## src/hw/rtl/mmhq_pkg.sv

```systemverilog
// ============================================================================
// mmhq_pkg
// Shared types and codes for the min/max priority queue and its key cells.
// ============================================================================
package mmhq_pkg;

   // Request kinds carried by an input item.
   typedef enum logic [1:0] {
      KIND_INSERT  = 2'd0,
      KIND_DEL_MIN = 2'd1,
      KIND_DEL_MAX = 2'd2,
      KIND_QUERY   = 2'd3
   } kind_type;

   // Status codes returned with every result item.
   typedef enum logic [1:0] {
      STATUS_DONE     = 2'd0,
      STATUS_OVERFLOW = 2'd1,
      STATUS_EMPTY    = 2'd2
   } status_type;

   // Operation that every cell of the sorted chain applies at once.
   typedef enum logic [1:0] {
      OP_HOLD     = 2'd0,
      OP_INSERT   = 2'd1,
      OP_POP_LOW  = 2'd2,
      OP_POP_HIGH = 2'd3
   } cell_op_type;

   // Broadcast control for the chain.
   typedef struct packed {
      cell_op_type        op;
      logic signed [31:0] key;
   } cell_ctrl_type;

   localparam logic signed [31:0] KEY_LARGEST  = 32'sh7FFF_FFFF;
   localparam logic signed [31:0] KEY_SMALLEST = 32'sh8000_0000;

endpackage

```

## src/hw/rtl/mmhq_cell.sv

```systemverilog
// ============================================================================
// mmhq_cell
// One slot of the sorted key chain. Keys are kept in ascending order from the
// first cell, valid slots packed at the low end.
// ============================================================================
module mmhq_cell (
   input  logic                   clock,
   input  logic                   reset,
   input  mmhq_pkg::cell_ctrl_type ctrl,
   input  logic signed [31:0]     left_key,
   input  logic                   left_valid,
   input  logic                   left_gt,
   input  logic signed [31:0]     right_key,
   input  logic                   right_valid,
   output logic signed [31:0]     key,
   output logic                   valid,
   output logic                   gt
);
   import mmhq_pkg::*;

   logic signed [31:0] key_ff;
   logic signed [31:0] key_in;
   logic               valid_ff;
   logic               valid_in;

   // This slot must move up for the broadcast key when it is empty or larger.
   assign gt    = !valid_ff || (key_ff > ctrl.key);
   assign key   = key_ff;
   assign valid = valid_ff;

   // Next slot contents for the broadcast operation.
   always_comb begin
      key_in   = key_ff;
      valid_in = valid_ff;
      unique case (ctrl.op)
         OP_HOLD: begin
         end
         OP_INSERT: begin
            if (gt) begin
               if (!left_gt) begin
                  key_in   = ctrl.key;
                  valid_in = 1'b1;
               end else begin
                  key_in   = left_key;
                  valid_in = left_valid;
               end
            end
         end
         OP_POP_LOW: begin
            key_in   = right_key;
            valid_in = right_valid;
         end
         OP_POP_HIGH: begin
            valid_in = valid_ff && right_valid;
         end
         default: begin
         end
      endcase
   end

   // Occupancy flag.
   always_ff @(posedge clock) begin
      if (reset) begin
         valid_ff <= 1'b0;
      end else begin
         valid_ff <= valid_in;
      end
   end

   // Key payload.
   always_ff @(posedge clock) begin
      key_ff <= key_in;
   end

endmodule

```

## config.mk

```make
export PLATFORM = sky130hd
export DESIGN_NAME = mmhq_cell
export DESIGN_NICKNAME = d
export VERILOG_FILES = /design/src/hw/rtl/mmhq_pkg.sv /design/src/hw/rtl/mmhq_cell.sv
export SDC_FILE = /design/constraint.sdc
export NUM_CORES = 1
export LEC_CHECK = 0
export ABC_CLOCK_PERIOD_IN_PS = 3300
export BUFFER_PORTS_ARGS = -buffer_cell sky130_fd_sc_hd__buf_2
export CAP_MARGIN = 10
export CORE_MARGIN = 1.5
export CORE_UTILIZATION = 45
export CTS_CLUSTER_SIZE = 14
export DETAILED_ROUTE_END_ITERATION = 16
export PLACE_DENSITY = 0.87
export SLEW_MARGIN = 20
export SYNTH_ARGS = -nofsm -noshare
export SYNTH_HDL_FRONTEND = slang
export SYNTH_SLANG_ARGS = --single-unit
```

## constraint.sdc

```tcl
create_clock -name clock -period 3.3 [get_ports clock]
set_input_delay 0.165 -clock clock [delete_from_list [all_inputs] [get_ports clock]]
set_output_delay 0.165 -clock clock [all_outputs]
set_load 0.005 [all_outputs]
```

# Word-level counts from Yosys, hierarchy flattened
# Cells that the tools add are included.
# W data, S select, Z words.
totals:
  reg_bits: 33
  inputBits: 103
  elab_cells: 20
op_classes:
  order_cmp: 1
  n_eq_ne: 4
  muxes: 6
  reduce_logical: 7
op_table:
  columns: ["cell", "count"]
  rows:
  - ["$mux W32", 2]
  - ["$pmux W32 S2", 1]
  - ["$gt A32 B32 Y1", 1]
  - ["$eq A2 B2 Y1 const B", 2]
  - ["$reduce_and A2 Y1", 2]
  - ["$pmux W1 S3", 1]
  - ["$reduce_bool A3 Y1", 1]
  - ["$eq A2 B1 Y1 const B", 1]
  - ["$mux W1", 2]
  - ["$ne A2 B2 Y1 const B", 1]
  - ["$reduce_bool A2 Y1", 1]
  - ["$logic_and A1 B1 Y1", 1]
  - ["$logic_not A1 Y1", 1]
  - ["$logic_or A1 B1 Y1", 1]

# Depth between registers and ports, before layout
# Gate-level depths: netlist of run 1.
logic_depth:
  ltp_word: 4
  ltp_mapped: 9

# Worst setup path before layout of run 1
# No wires, ideal clock.
synth_path:
  path_kind: "register -> register"
  start: "register key_ff[29], in the netlist key[29]"
  end: "register key_ff[0], in the netlist key[0] (enable)"
  setup_ns: 0.396
  arrival_ns: 2.389
  setup_slack_ns: 0.515
  stages_incl_launch_ff: 9
  path_buffers: 0
  synth_period_minus_slack_ns: 2.785
  path_cell_list: "edfxtp_1 > ha_1 > a21o_1 > a21oi_1 > o221ai_1 > or4b_1 > o211ai_2 > nor2_2 > a211o_1"
synth_between:
  elab_chain_len: 4
synth_lines:
  columns: ["element", "line", "rtl"]
  rows:
  - ["start: declaration", "mmhq_cell.sv:21", "logic signed [31:0] key_ff;"]
  - ["start signal: assignment", "mmhq_cell.sv:72", "key_ff <= key_in;"]
  - ["$gt A32 B32 Y1", "mmhq_cell.sv:27", "assign gt = !valid_ff || (key_ff > ctrl.key);"]
  - ["$logic_or A1 B1 Y1", "mmhq_cell.sv:27", null]
  - ["$ne A2 B2 Y1 (no source line)", null, null]
  - ["$reduce_and A2 Y1 (no source line)", null, null]
# Every way passes these cells.
# A chain may end at the register's enable or synchronous reset.

# Final worst setup path of run 1
layout_path:
  start: "register key_ff[27], in the netlist key[27]"
  end: "register key_ff[23], in the netlist key[23] (enable)"
# The elaborated chain is that of the path after synthesis.

==> metrics.csv, run 1 <==
metric,value,unit
global-route wire length before repair,10.83,mm
Maximum Capacitance Violations,0,
most numerous cell in the Yosys netlist,nand2_1,
"Clk Latency, worst-skew pair",0.29,ns
Final setup viols,0,
DP HPWL,5.175,mm
Fin. Hold Viols,0,
Mapped Avg Cell Area,9.297,um2
DR DRC count,0,
share of cells above drive strength 1,36.12,%
First-pass DRT Iterations,4,
cell row count,27,
Final Net Count,541,
P per Cell Area,375.0,nW/um2
final wirelength,6.437,mm
Synth Instances,272,
worst slew pin tran,0.9966,ns
final cell count without fillers,479,
Die Span Y,77.96,um
Post-synth EDFFs,32,
CP Max Fanout,32,
FILL cells,506,
Setup TNS Final,0,ns
RSZ-0062 raised after global routing,false,
Unique masters post-synth,30,
Mapped Area,2529,um2
Synth Net Count,407,
synthesis-stage register bit count,33,
ys async rst share,0,%
delay of the slowest cell on the worst path,0.55,ns
WL met1,2.750,mm
via count,2422,
wire length on met2,3.223,mm
crit path cell chain,ha_1 > a21oi_1 > o21a_1 > o221ai_1 > or4b_1 > o211ai_2 > nor2_2 > a211o_1 > buf_4,
Post-DRT Antenna Nets,0,
CTS buffer count,5,
metal3 WL,360,um
Slew headroom,33.56,%
status,"complete, no violations",
Worst setup SP type,register,
H-tree levels,2,
Slew Limit Fails,0,
GRT Total Usage,22.59,%
Post-CTS Setup Bufs,0,
minimum clock period,2.720,ns
total I/O pin count,137,
synth top area cells,"edfxtp_1 38%, ha_1 16%, mux2i_1 13%",
Synth warnings,0,
RD Place Congestion,0.8229,
# diodes,0,
DRT iter0 DRCs,84,
Overflow after GRT,0,
Worst IR Drop VDD,0.2110,mV
achievable frequency,367.7,MHz
clk_skew,0.006273,ns
worst min-delay path category,input port to register,
P_leak,1.744,nW
Worst EP required,3.30,ns
Clock Tree Buf Depth,2,
chip width,77.96,um
die area,6078,um2
initial antenna violation count,0,
clock sink total,33,
Worst Setup End Kind,register,
IO buf count,136,
"Top FF cell, synth",edfxtp_1,
Final Total Pwr,1.264,mW
Initial Utilization,46.20,%
Post-synth top cells,"39 x nand2_1, 37 x inv_1, 36 x o21ai_0",
sequential area share after synthesis,38.79,%
core area,5473,um2
top cell type by total area after synthesis,edfxtp_1,
Final period util,82.42,%
pre-CTS WS,0.6000,ns
maximum number of pins on one net before global-route repair,40,
post-DR wirelength/cell,13.44,um
vias in the first global route,2426,
Area Overhead vs Synth,33.30,%
"Worst Path Class, Setup",register to register,
top sig layer,met4,
Worst-path clk slew,0.07,ns
TritonCTS clock tree,built,
Critical Path AT,2.72,ns
Root Buffer,clkbuf_8,
cts repair resizes,0,
DR vias/cell,5.056,
top-area cell type share of the netlist area,38.00,%
DP Cell Count,471,
setup ws final,0.5803,ns
"Slowest-stage cell, CP",or4b_1,
hold_buf cts,0,
path summary, 6_finish.rpt:
path	cells past startpoint	from	slack, ns	to
min reg2reg	3	valid$_SDFFE_PP0P_	0.67	valid$_SDFFE_PP0P_
max	9	key[27]$_DFFE_PP_	0.58	key[23]$_DFFE_PP_
max reg2reg	9	key[27]$_DFFE_PP_	0.58	key[23]$_DFFE_PP_
min	3	reset	0.13	valid$_SDFFE_PP0P_
layer usage:
| metal | GRT usage, % | up-vias |
|---|---|---|
| met4 | 8.393 | 0 |
| met5 | 0 | - |
| met1 | 26.69 | 1079 |
| met2 | 40.00 | 89 |
| li1 | - | 1245 |
| met3 | 4.824 | 9 |
report_power, final:
group | switching [mW] | internal, mW
Combinational | 0.203 | 0.181
Sequential | 0.0286 | 0.530
Clock | 0.151 | 0.170
critical path: cells and delay by family, from the launching register on:
| family | cells | cell delay (ns) |
|---|---|---|
| flops | 1 | 0.40 |
| simple gates | 2 | 0.61 |
| compound gates | 5 | 0.83 |
| buf+inv | 1 | 0.27 |
| fa+ha+maj | 1 | 0.32 |
through the flow:
step / utilization [%] / hold WS (ns) / area (um2)
2_1_floorplan: - / 0.3234 / 2529
3_3_place_gp: 59.95 / 0.4310 / 3281
3_5_place_dp: 59.95 / 0.4313 / 3281
4_1_cts: 61.59 / 0.1237 / 3371
5_1_grt: 61.59 / 0.1400 / 3371
6_report: 61.59 / 0.1281 / 3371
area by class of cell:
cell class / instances / area, um2 / area share, %
Clock buffer: 8 / 90.09 / 2.673
Inverter: 37 / 138.9 / 4.120
Multi-Input combinational cell: 191 / 1375 / 40.79
Sequential cell: 33 / 980.9 / 29.10
Tap cell: 72 / 90.09 / 2.673
Timing Repair Buffer: 138 / 695.7 / 20.64
flip-flops by register name, summed over array words and instances, names as in the netlist:
register  count
key          32
valid         1
logic make-up after synthesis:
logic type | Yosys count | synth area share [%]
buf+inv | 48 | 7.125
fa+ha+maj | 32 | 15.83
mux | 32 | 12.67
compound gates | 64 | 14.55
simple gates | 63 | 11.03
flops | 33 | 38.79
layout by cell type, fill, tap and decap left out, drive strengths merged, types with 4 or more instances in the layout:
cell / instances
buf: 138
nand2: 39
inv: 37
o21ai: 36
mux2i: 32
ha: 32
edfxtp: 32
a21oi: 14
clkbuf: 8
nand4: 7
nor2: 6
nand3: 4
Note: power is estimated with default switching activity, not from simulation.
==> inputs of run 2 (changes only) <==
- ABC_AREA: unset -> 1
- ABC_CLOCK_PERIOD_IN_PS: 3300 -> 2730
- CORE_UTILIZATION: 45 -> 46
- PLACE_DENSITY: 0.87 -> 0.88
- clock period: 3.3 -> 2.73 ns (I/O delays scaled with it)
==> run 2 against run 1 <==
Against the previous run: count of clock-buffer cells in the layout down 3; critical endpoint is now key[13]$_DFFE_PP_; clock skew up 0.0025 ns; combinational power up 10%; final cell count up 13%; largest cell class unchanged; maximum frequency up 16%; clock power up 70%.
==> metrics.csv, run 2 <==
metric,value,unit,change
worst min-delay path category,input port to register,,
die area,6067,um2,-0.18%
CTS buffer count,5,,unchanged
Post-synth EDFFs,32,,unchanged
First-pass DRT Iterations,4,,unchanged
Slew Limit Fails,0,,unchanged
cts repair resizes,0,,unchanged
hold_buf cts,0,,unchanged
Synth Net Count,473,,+16%
Area Overhead vs Synth,33.95,%,
"Top FF cell, synth",edfxtp_1,,
met3 Use GR,3.412,%,-1.4 points
H-tree levels,2,,unchanged
WHS Path Cells,4,,+1
initial antenna violation count,0,,unchanged
GRT Total Usage,23.60,%,+1.0 points
clk_skew,0.008735,ns,+0.002462 ns
synth top area cells,"edfxtp_1 37%, ha_1 16%, nand2_1 15%",,
Synth Instances,338,,+24%
most numerous cell in the Yosys netlist,nand2_1,,
Hold EP,valid$_SDFFE_PP0P_,,
final instance area,3456,um2,+2.5%
post-DR wirelength/cell,12.93,um,-3.8%
core area,5473,um2,unchanged
synthesis-stage register bit count,33,,unchanged
Final setup viols,0,,unchanged
clock sink total,33,,unchanged
Critical Path AT,2.29,ns,-0.43 ns
sequential area share after synthesis,38.02,%,-0.77 points
Crit Reg-Reg Endpoint,key[13]$_DFFE_PP_,,
Worst EP required,2.69,ns,-0.61 ns
DR DRC count,0,,unchanged
Combinational Power Share,26.3,%,-4.0 points
max FFs per register,32,,unchanged
Root Buffer,clkbuf_8,,
Worst Setup End Kind,register,,
worst slew pin tran,0.6167,ns,-0.3799 ns
Clock Tree Buf Depth,2,,unchanged
achievable frequency,428.0,MHz,+16%
Worst setup SP type,register,,
maximum number of pins on one net before global-route repair,37,,-7.5%
Post-DRT Antenna Nets,0,,unchanged
met1 Use GR,28.71,%,+2.0 points
Mapped Avg Cell Area,7.633,um2,-18%
Post-synth top cells,"101 x nand2_1, 42 x inv_1, 39 x nor2_1",,
Worst IR Drop VDD,0.2892,mV,+37%
Worst R2R Setup Slack,0.39,ns,-0.19 ns
# diodes,0,,unchanged
Initial Utilization,47.14,%,+0.94 points
CP Max Fanout,20,,-38%
clock network fraction of total power,33.8,%,+8.4 points
Setup TNS Final,0,ns,unchanged
chip width,77.89,um,about the same
Overflow after GRT,0,,unchanged
RSZ-0062 raised after global routing,false,,
via count,2718,,+12%
top-area cell type share of the netlist area,37.25,%,-0.76 points
Seq pwr share,39.9,%,-4.3 points
Fin. Hold Viols,0,,unchanged
status,"complete, no violations",,
top cell type by total area after synthesis,edfxtp_1,,
Slew headroom,58.88,%,+25 points
P_int,1.173,mW,+33%
TritonCTS clock tree,built,,
Synth warnings,0,,unchanged
ys async rst share,0,%,unchanged
DR vias/cell,5.006,,-1.0%
"Cell Area, Placed",3322,um2,+1.3%
P per Cell Area,466.9,nW/um2,+25%
most frequent cells in the layout,"136 x buf_2, 100 x nand2_1, 42 x inv_1, 39 x nor2_1",,
DRT iter0 DRCs,114,,+36%
origin of the critical flop-to-flop path,key[21]$_DFFE_PP_,,
final wirelength,7.023,mm,+9.1%
Final Net Count,605,,+12%
Worst-path clk slew,0.07,ns,about the same
minimum clock period,2.337,ns,-0.3832 ns
"Clk Latency, worst-skew pair",0.28,ns,about the same
IO buf count,136,,unchanged
Post-CTS Setup Bufs,0,,unchanged
Sw Share,27.30,%,-3.0 points
Final period util,85.59,%,+3.2 points
P_leak,1.867,nW,+7.1%
RD Place Congestion,0.7901,,-4.0%
busiest metal layer after global routing,met2,,
Unique masters post-synth,28,,-6.7%
worst hold start,reset,,
R2R cell count,12,,+3
DP HPWL,5.594,mm,+8.1%
global-route wire length before repair,11.59,mm,+7.0%
share of cells above drive strength 1,34.61,%,-1.5 points
"Worst Path Class, Setup",register to register,,
met2 Usage GRT,43.30,%,+3.3 points
Psw,440.4,uW,+15%
cell row count,27,,unchanged
Die Span Y,77.89,um,about the same
"commonest non-fill, non-tap cell in the layout",buf_2,,
Mapped Area,2580,um2,+2.0%
Maximum Capacitance Violations,0,,unchanged
vias in the first global route,2708,,+12%
total I/O pin count,137,,unchanged
==> run 2: cell types whose count changed after synthesis, sizes merged, moves of 4 or more <==
cell,change
nand4,-5
buf,+4
nor2,+35
a31oi,+32
mux2i,-32
nand2,+67
inv,+9
o21ai,-33
==> run 2: power by group through the flow <==
stage / registers [mW] / clock network [mW] / logic [mW]
2_1_floorplan: 0.659 / 0 / 0.230
3_3_place_gp: 0.652 / 0 / 0.403
3_5_place_dp: 0.655 / 0 / 0.423
4_1_cts: 0.644 / 0.556 / 0.426
5_1_grt: 0.650 / 0.576 / 0.482
6_report: 0.645 / 0.545 / 0.424
==> run 2: cells by family after synthesis <==
logic type                 after synthesis  synth area share [%]
AOI/OAI and AO/OA                       54                 12.71
adders and majority gates               32                 15.52
buffers and inverters                   62                 9.068
DFF                                     33                 38.02
and+or+nand+nor                        157                 24.68
==> run 2: how the worst max path moves through the flow <==
stage,startpoint,end,cells past startpoint
final,key[21]$_DFFE_PP_,key[13]$_DFFE_PP_,12
after global routing,key[11]$_DFFE_PP_,key[14]$_DFFE_PP_,13
after CTS,key[11]$_DFFE_PP_,key[14]$_DFFE_PP_,13
after detailed placement,key[11]$_DFFE_PP_,key[19]$_DFFE_PP_,13
after global placement,key[11]$_DFFE_PP_,key[22]$_DFFE_PP_,13
after floorplan,key[31]$_DFFE_PP_,key[0]$_DFFE_PP_,11
==> run 2: critical path: stages (launching register included) <==
cell      delay [ns]
edfxtp_1        0.40
ha_1            0.31
a21oi_1         0.16
o21a_1          0.13
nand2_1         0.10
a21oi_2         0.18
nand2_1         0.07
nand2_1         0.07
nand3_2         0.07
nand2_2         0.07
nand2_2         0.06
nand2_1         0.08
buf_4           0.30
==> run 2: final cells by class <==
| cell class | instances | area [um2] |
|---|---|---|
| Timing Repair Buffer | 139 | 703.2 |
| Tap cell | 72 | 90.09 |
| Multi-Input combinational cell | 243 | 1368 |
| Sequential cell | 33 | 980.9 |
| Fill cell | 461 | 2017 |
| Clock buffer | 5 | 68.82 |
| Inverter | 48 | 180.2 |
| Clock inverter | 3 | 65.06 |
==> run 2: stage by stage <==
step	power, mW	worst slack [ns]	cells	utilization (%)	hold slack, ns
floorplan	0.8887	0.1795	338	-	0.2956
finish	1.613	0.3935	543	63.15	0.1075
detailed placement	1.078	0.4031	535	60.70	0.3933
CTS	1.626	0.3958	543	63.15	0.09529
global placement	1.055	0.4998	535	60.70	0.3926
global route	1.707	0.1552	543	63.15	0.1238
==> run 2: layer usage <==
metal | wire length, um | vias to the layer above
met5 | 0 | -
met4 | 82 | 0
met3 | 408 | 9
met2 | 3573 | 106
met1 | 2957 | 1216
li1 | - | 1387
==> inputs of run 3 (changes only) <==
- CORE_UTILIZATION: 46 -> 47
- CTS_BUF_LIST: unset -> sky130_fd_sc_hd__clkbuf_4 sky130_fd_sc_hd__clkbuf_8
- PLACE_DENSITY: 0.88 -> 0.89
==> run 3 against run 2 <==
Against the previous run: flip-flop and latch count stayed put; sequential share of layout area rose by 0.42 points; worst setup slack gained 0.072 ns; hold slack worse by 0.015 ns; critical path depth did not move; via count unchanged; utilization is 2.3 points higher; sequential power hardly changed; count of clock-buffer cells in the layout is the same; first-iteration DRC count up 3.5%; maximum frequency grew 3.2%; combinational power is essentially flat; largest power group unchanged; highest routed layer unchanged.
==> metrics.csv, run 3 (synthesized netlist as in run 2, its figures left out) <==
metric,value,unit,change
CTS buffer count,5,,unchanged
FILL cells,458,,-0.65%
Worst Setup End Kind,register,,
WHS Path Cells,4,,unchanged
chip width,77.09,um,-1.0%
Hold EP,valid$_SDFFE_PP0P_,,
initial antenna violation count,0,,unchanged
IO buf count,136,,unchanged
First-pass DRT Iterations,4,,unchanged
Final setup viols,0,,unchanged
Clock Tree Buf Depth,2,,unchanged
Root Buffer,clkbuf_8,,
"Cell Area, Placed",3319,um2,about the same
total I/O pin count,137,,unchanged
Post-CTS Setup Bufs,0,,unchanged
R2R cell count,12,,unchanged
cts repair resizes,0,,unchanged
worst slew pin tran,0.6446,ns,+0.02787 ns
delay of the slowest cell on the worst path,0.40,ns,about the same
achievable frequency,441.6,MHz,+3.2%
TritonCTS clock tree,built,,
minimum clock period,2.265,ns,-0.07188 ns
H-tree levels,2,,unchanged
pre-CTS WS,0.4606,ns,+0.05754 ns
DRT iter0 DRCs,118,,+3.5%
Initial Utilization,49.57,%,+2.4 points
core area,5205,um2,-4.9%
crit path cell chain,ha_1 > nand2_1 > nor2_1 > nand4_2 > nor2_2 > nand2_1 > nand3_1 > nand3_2 > nand2_2 > nand2_2 > nand2_1 > buf_4,,
worst min-delay path category,input port to register,,
die area,5943,um2,-2.0%
origin of the critical flop-to-flop path,key[23]$_DFFE_PP_,,
RSZ-0062 raised after global routing,false,,
Final period util,82.95,%,-2.6 points
P_leak,1.843,nW,-1.3%
Overflow after GRT,0,,unchanged
Slew headroom,56.87,%,-2.0 points
Worst R2R Setup Slack,0.47,ns,+0.07 ns
max FFs per register,32,,unchanged
Final Net Count,605,,unchanged
hold_buf cts,0,,unchanged
global-route wire length before repair,11.10,mm,-4.2%
Fin. Hold Viols,0,,unchanged
DP HPWL,5.502,mm,-1.6%
share of cells above drive strength 1,34.61,%,unchanged
Final Total Pwr,1.429,mW,-11%
Maximum Capacitance Violations,0,,unchanged
Critical Path AT,2.24,ns,-0.05 ns
# diodes,0,,unchanged
DR DRC count,0,,unchanged
Setup TNS Final,0,ns,unchanged
clk_skew,0.008965,ns,+0.0002293 ns
crit-path most repeated cell,nand2_1,,
via count,2718,,unchanged
Crit Reg-Reg Endpoint,key[7]$_DFFE_PP_,,
Post-DRT Antenna Nets,0,,unchanged
status,"complete, no violations",,
"Worst Path Class, Setup",register to register,,
vias in the first global route,2643,,-2.4%
"Clk Latency, worst-skew pair",0.29,ns,about the same
Worst EP required,2.70,ns,about the same
storage element area,980.9,um2,unchanged
worst hold start,reset,,
Worst setup SP type,register,,
clock sink total,33,,unchanged
CP Max Fanout,16,,-20%
maximum number of pins on one net before global-route repair,39,,+5.4%
GRT Total Usage,23.29,%,-0.31 points
post-DR wirelength/cell,12.99,um,+0.43%
P per Cell Area,419.6,nW/um2,-10%
Die Span Y,77.09,um,-1.0%
Buf/Inv on CP,1,,unchanged
Worst-path clk slew,0.08,ns,about the same
most frequent cells in the layout,"136 x buf_2, 100 x nand2_1, 42 x inv_1, 39 x nor2_1",,
Worst IR Drop VDD,0.2785,mV,-3.7%
"Slowest-stage cell, CP",edfxtp_1,,
"delay-heaviest family, CP",simple AND/OR/NAND/NOR gates,,
"commonest non-fill, non-tap cell in the layout",buf_2,,
final wirelength,7.027,mm,about the same
cell row count,26,,-3.7%
RD Place Congestion,0.8130,,+2.9%
final instance area,3406,um2,-1.4%
multi-input logic area,1368,um2,unchanged
Area Overhead vs Synth,32.01,%,
Slew Limit Fails,0,,unchanged
setup ws final,0.4653,ns,+0.07188 ns
DR vias/cell,5.024,,+0.37%
[run 3: cell type report]
cell class                 instances  area share [%]
sequential                        33           28.80
tap                               70           2.572
clock inverter                     3          0.5143
inverter                          48           5.290
timing repair buffer             139           20.65
multi-input combinational        243           40.15
clock buffer                       5           2.021
[run 3: worst max path at each step]
stage                      startpoint                 to  cells past startpoint
finish              key[23]$_DFFE_PP_   key[7]$_DFFE_PP_                     12
CTS                 key[23]$_DFFE_PP_  key[23]$_DFFE_PP_                     12
global placement    key[23]$_DFFE_PP_  key[14]$_DFFE_PP_                     12
detailed placement  key[23]$_DFFE_PP_  key[26]$_DFFE_PP_                     12
floorplan           key[31]$_DFFE_PP_   key[0]$_DFFE_PP_                     11
global route        key[23]$_DFFE_PP_  key[13]$_DFFE_PP_                     12
[run 3: routing by layer]
metal	vias up	GRT usage [%]	routed length, um
met1	1218	25.28	2856
met4	0	7.636	115
met5	-	0	0
met2	107	44.69	3626
met3	12	4.643	429
li1	1381	-	-
[run 3: where the power goes]
part,internal [mW],switching (mW)
Combinational,0.191,0.230
Sequential,0.619,0.0251
Clock,0.176,0.188
Total,0.986,0.443
[run 3: per-stage QoR]
stage	hold WS [ns]	util [%]	cells
after floorplan	0.2956	-	338
after global placement	0.3929	63.77	533
after detailed placement	0.3959	63.77	533
after CTS	0.08969	65.43	541
after global routing	0.1194	65.43	541
final	0.09220	65.43	541
[run 3: worst reg2reg max path, cell delays in order, from the launching register on]
cell and delay (ns):
edfxtp_1 0.40, ha_1 0.33, nand2_1 0.08, nor2_1 0.18, nand4_2 0.14, nor2_2 0.12
nand2_1 0.08, nand3_1 0.08, nand3_2 0.08, nand2_2 0.07, nand2_2 0.06, nand2_1 0.07
buf_4 0.27
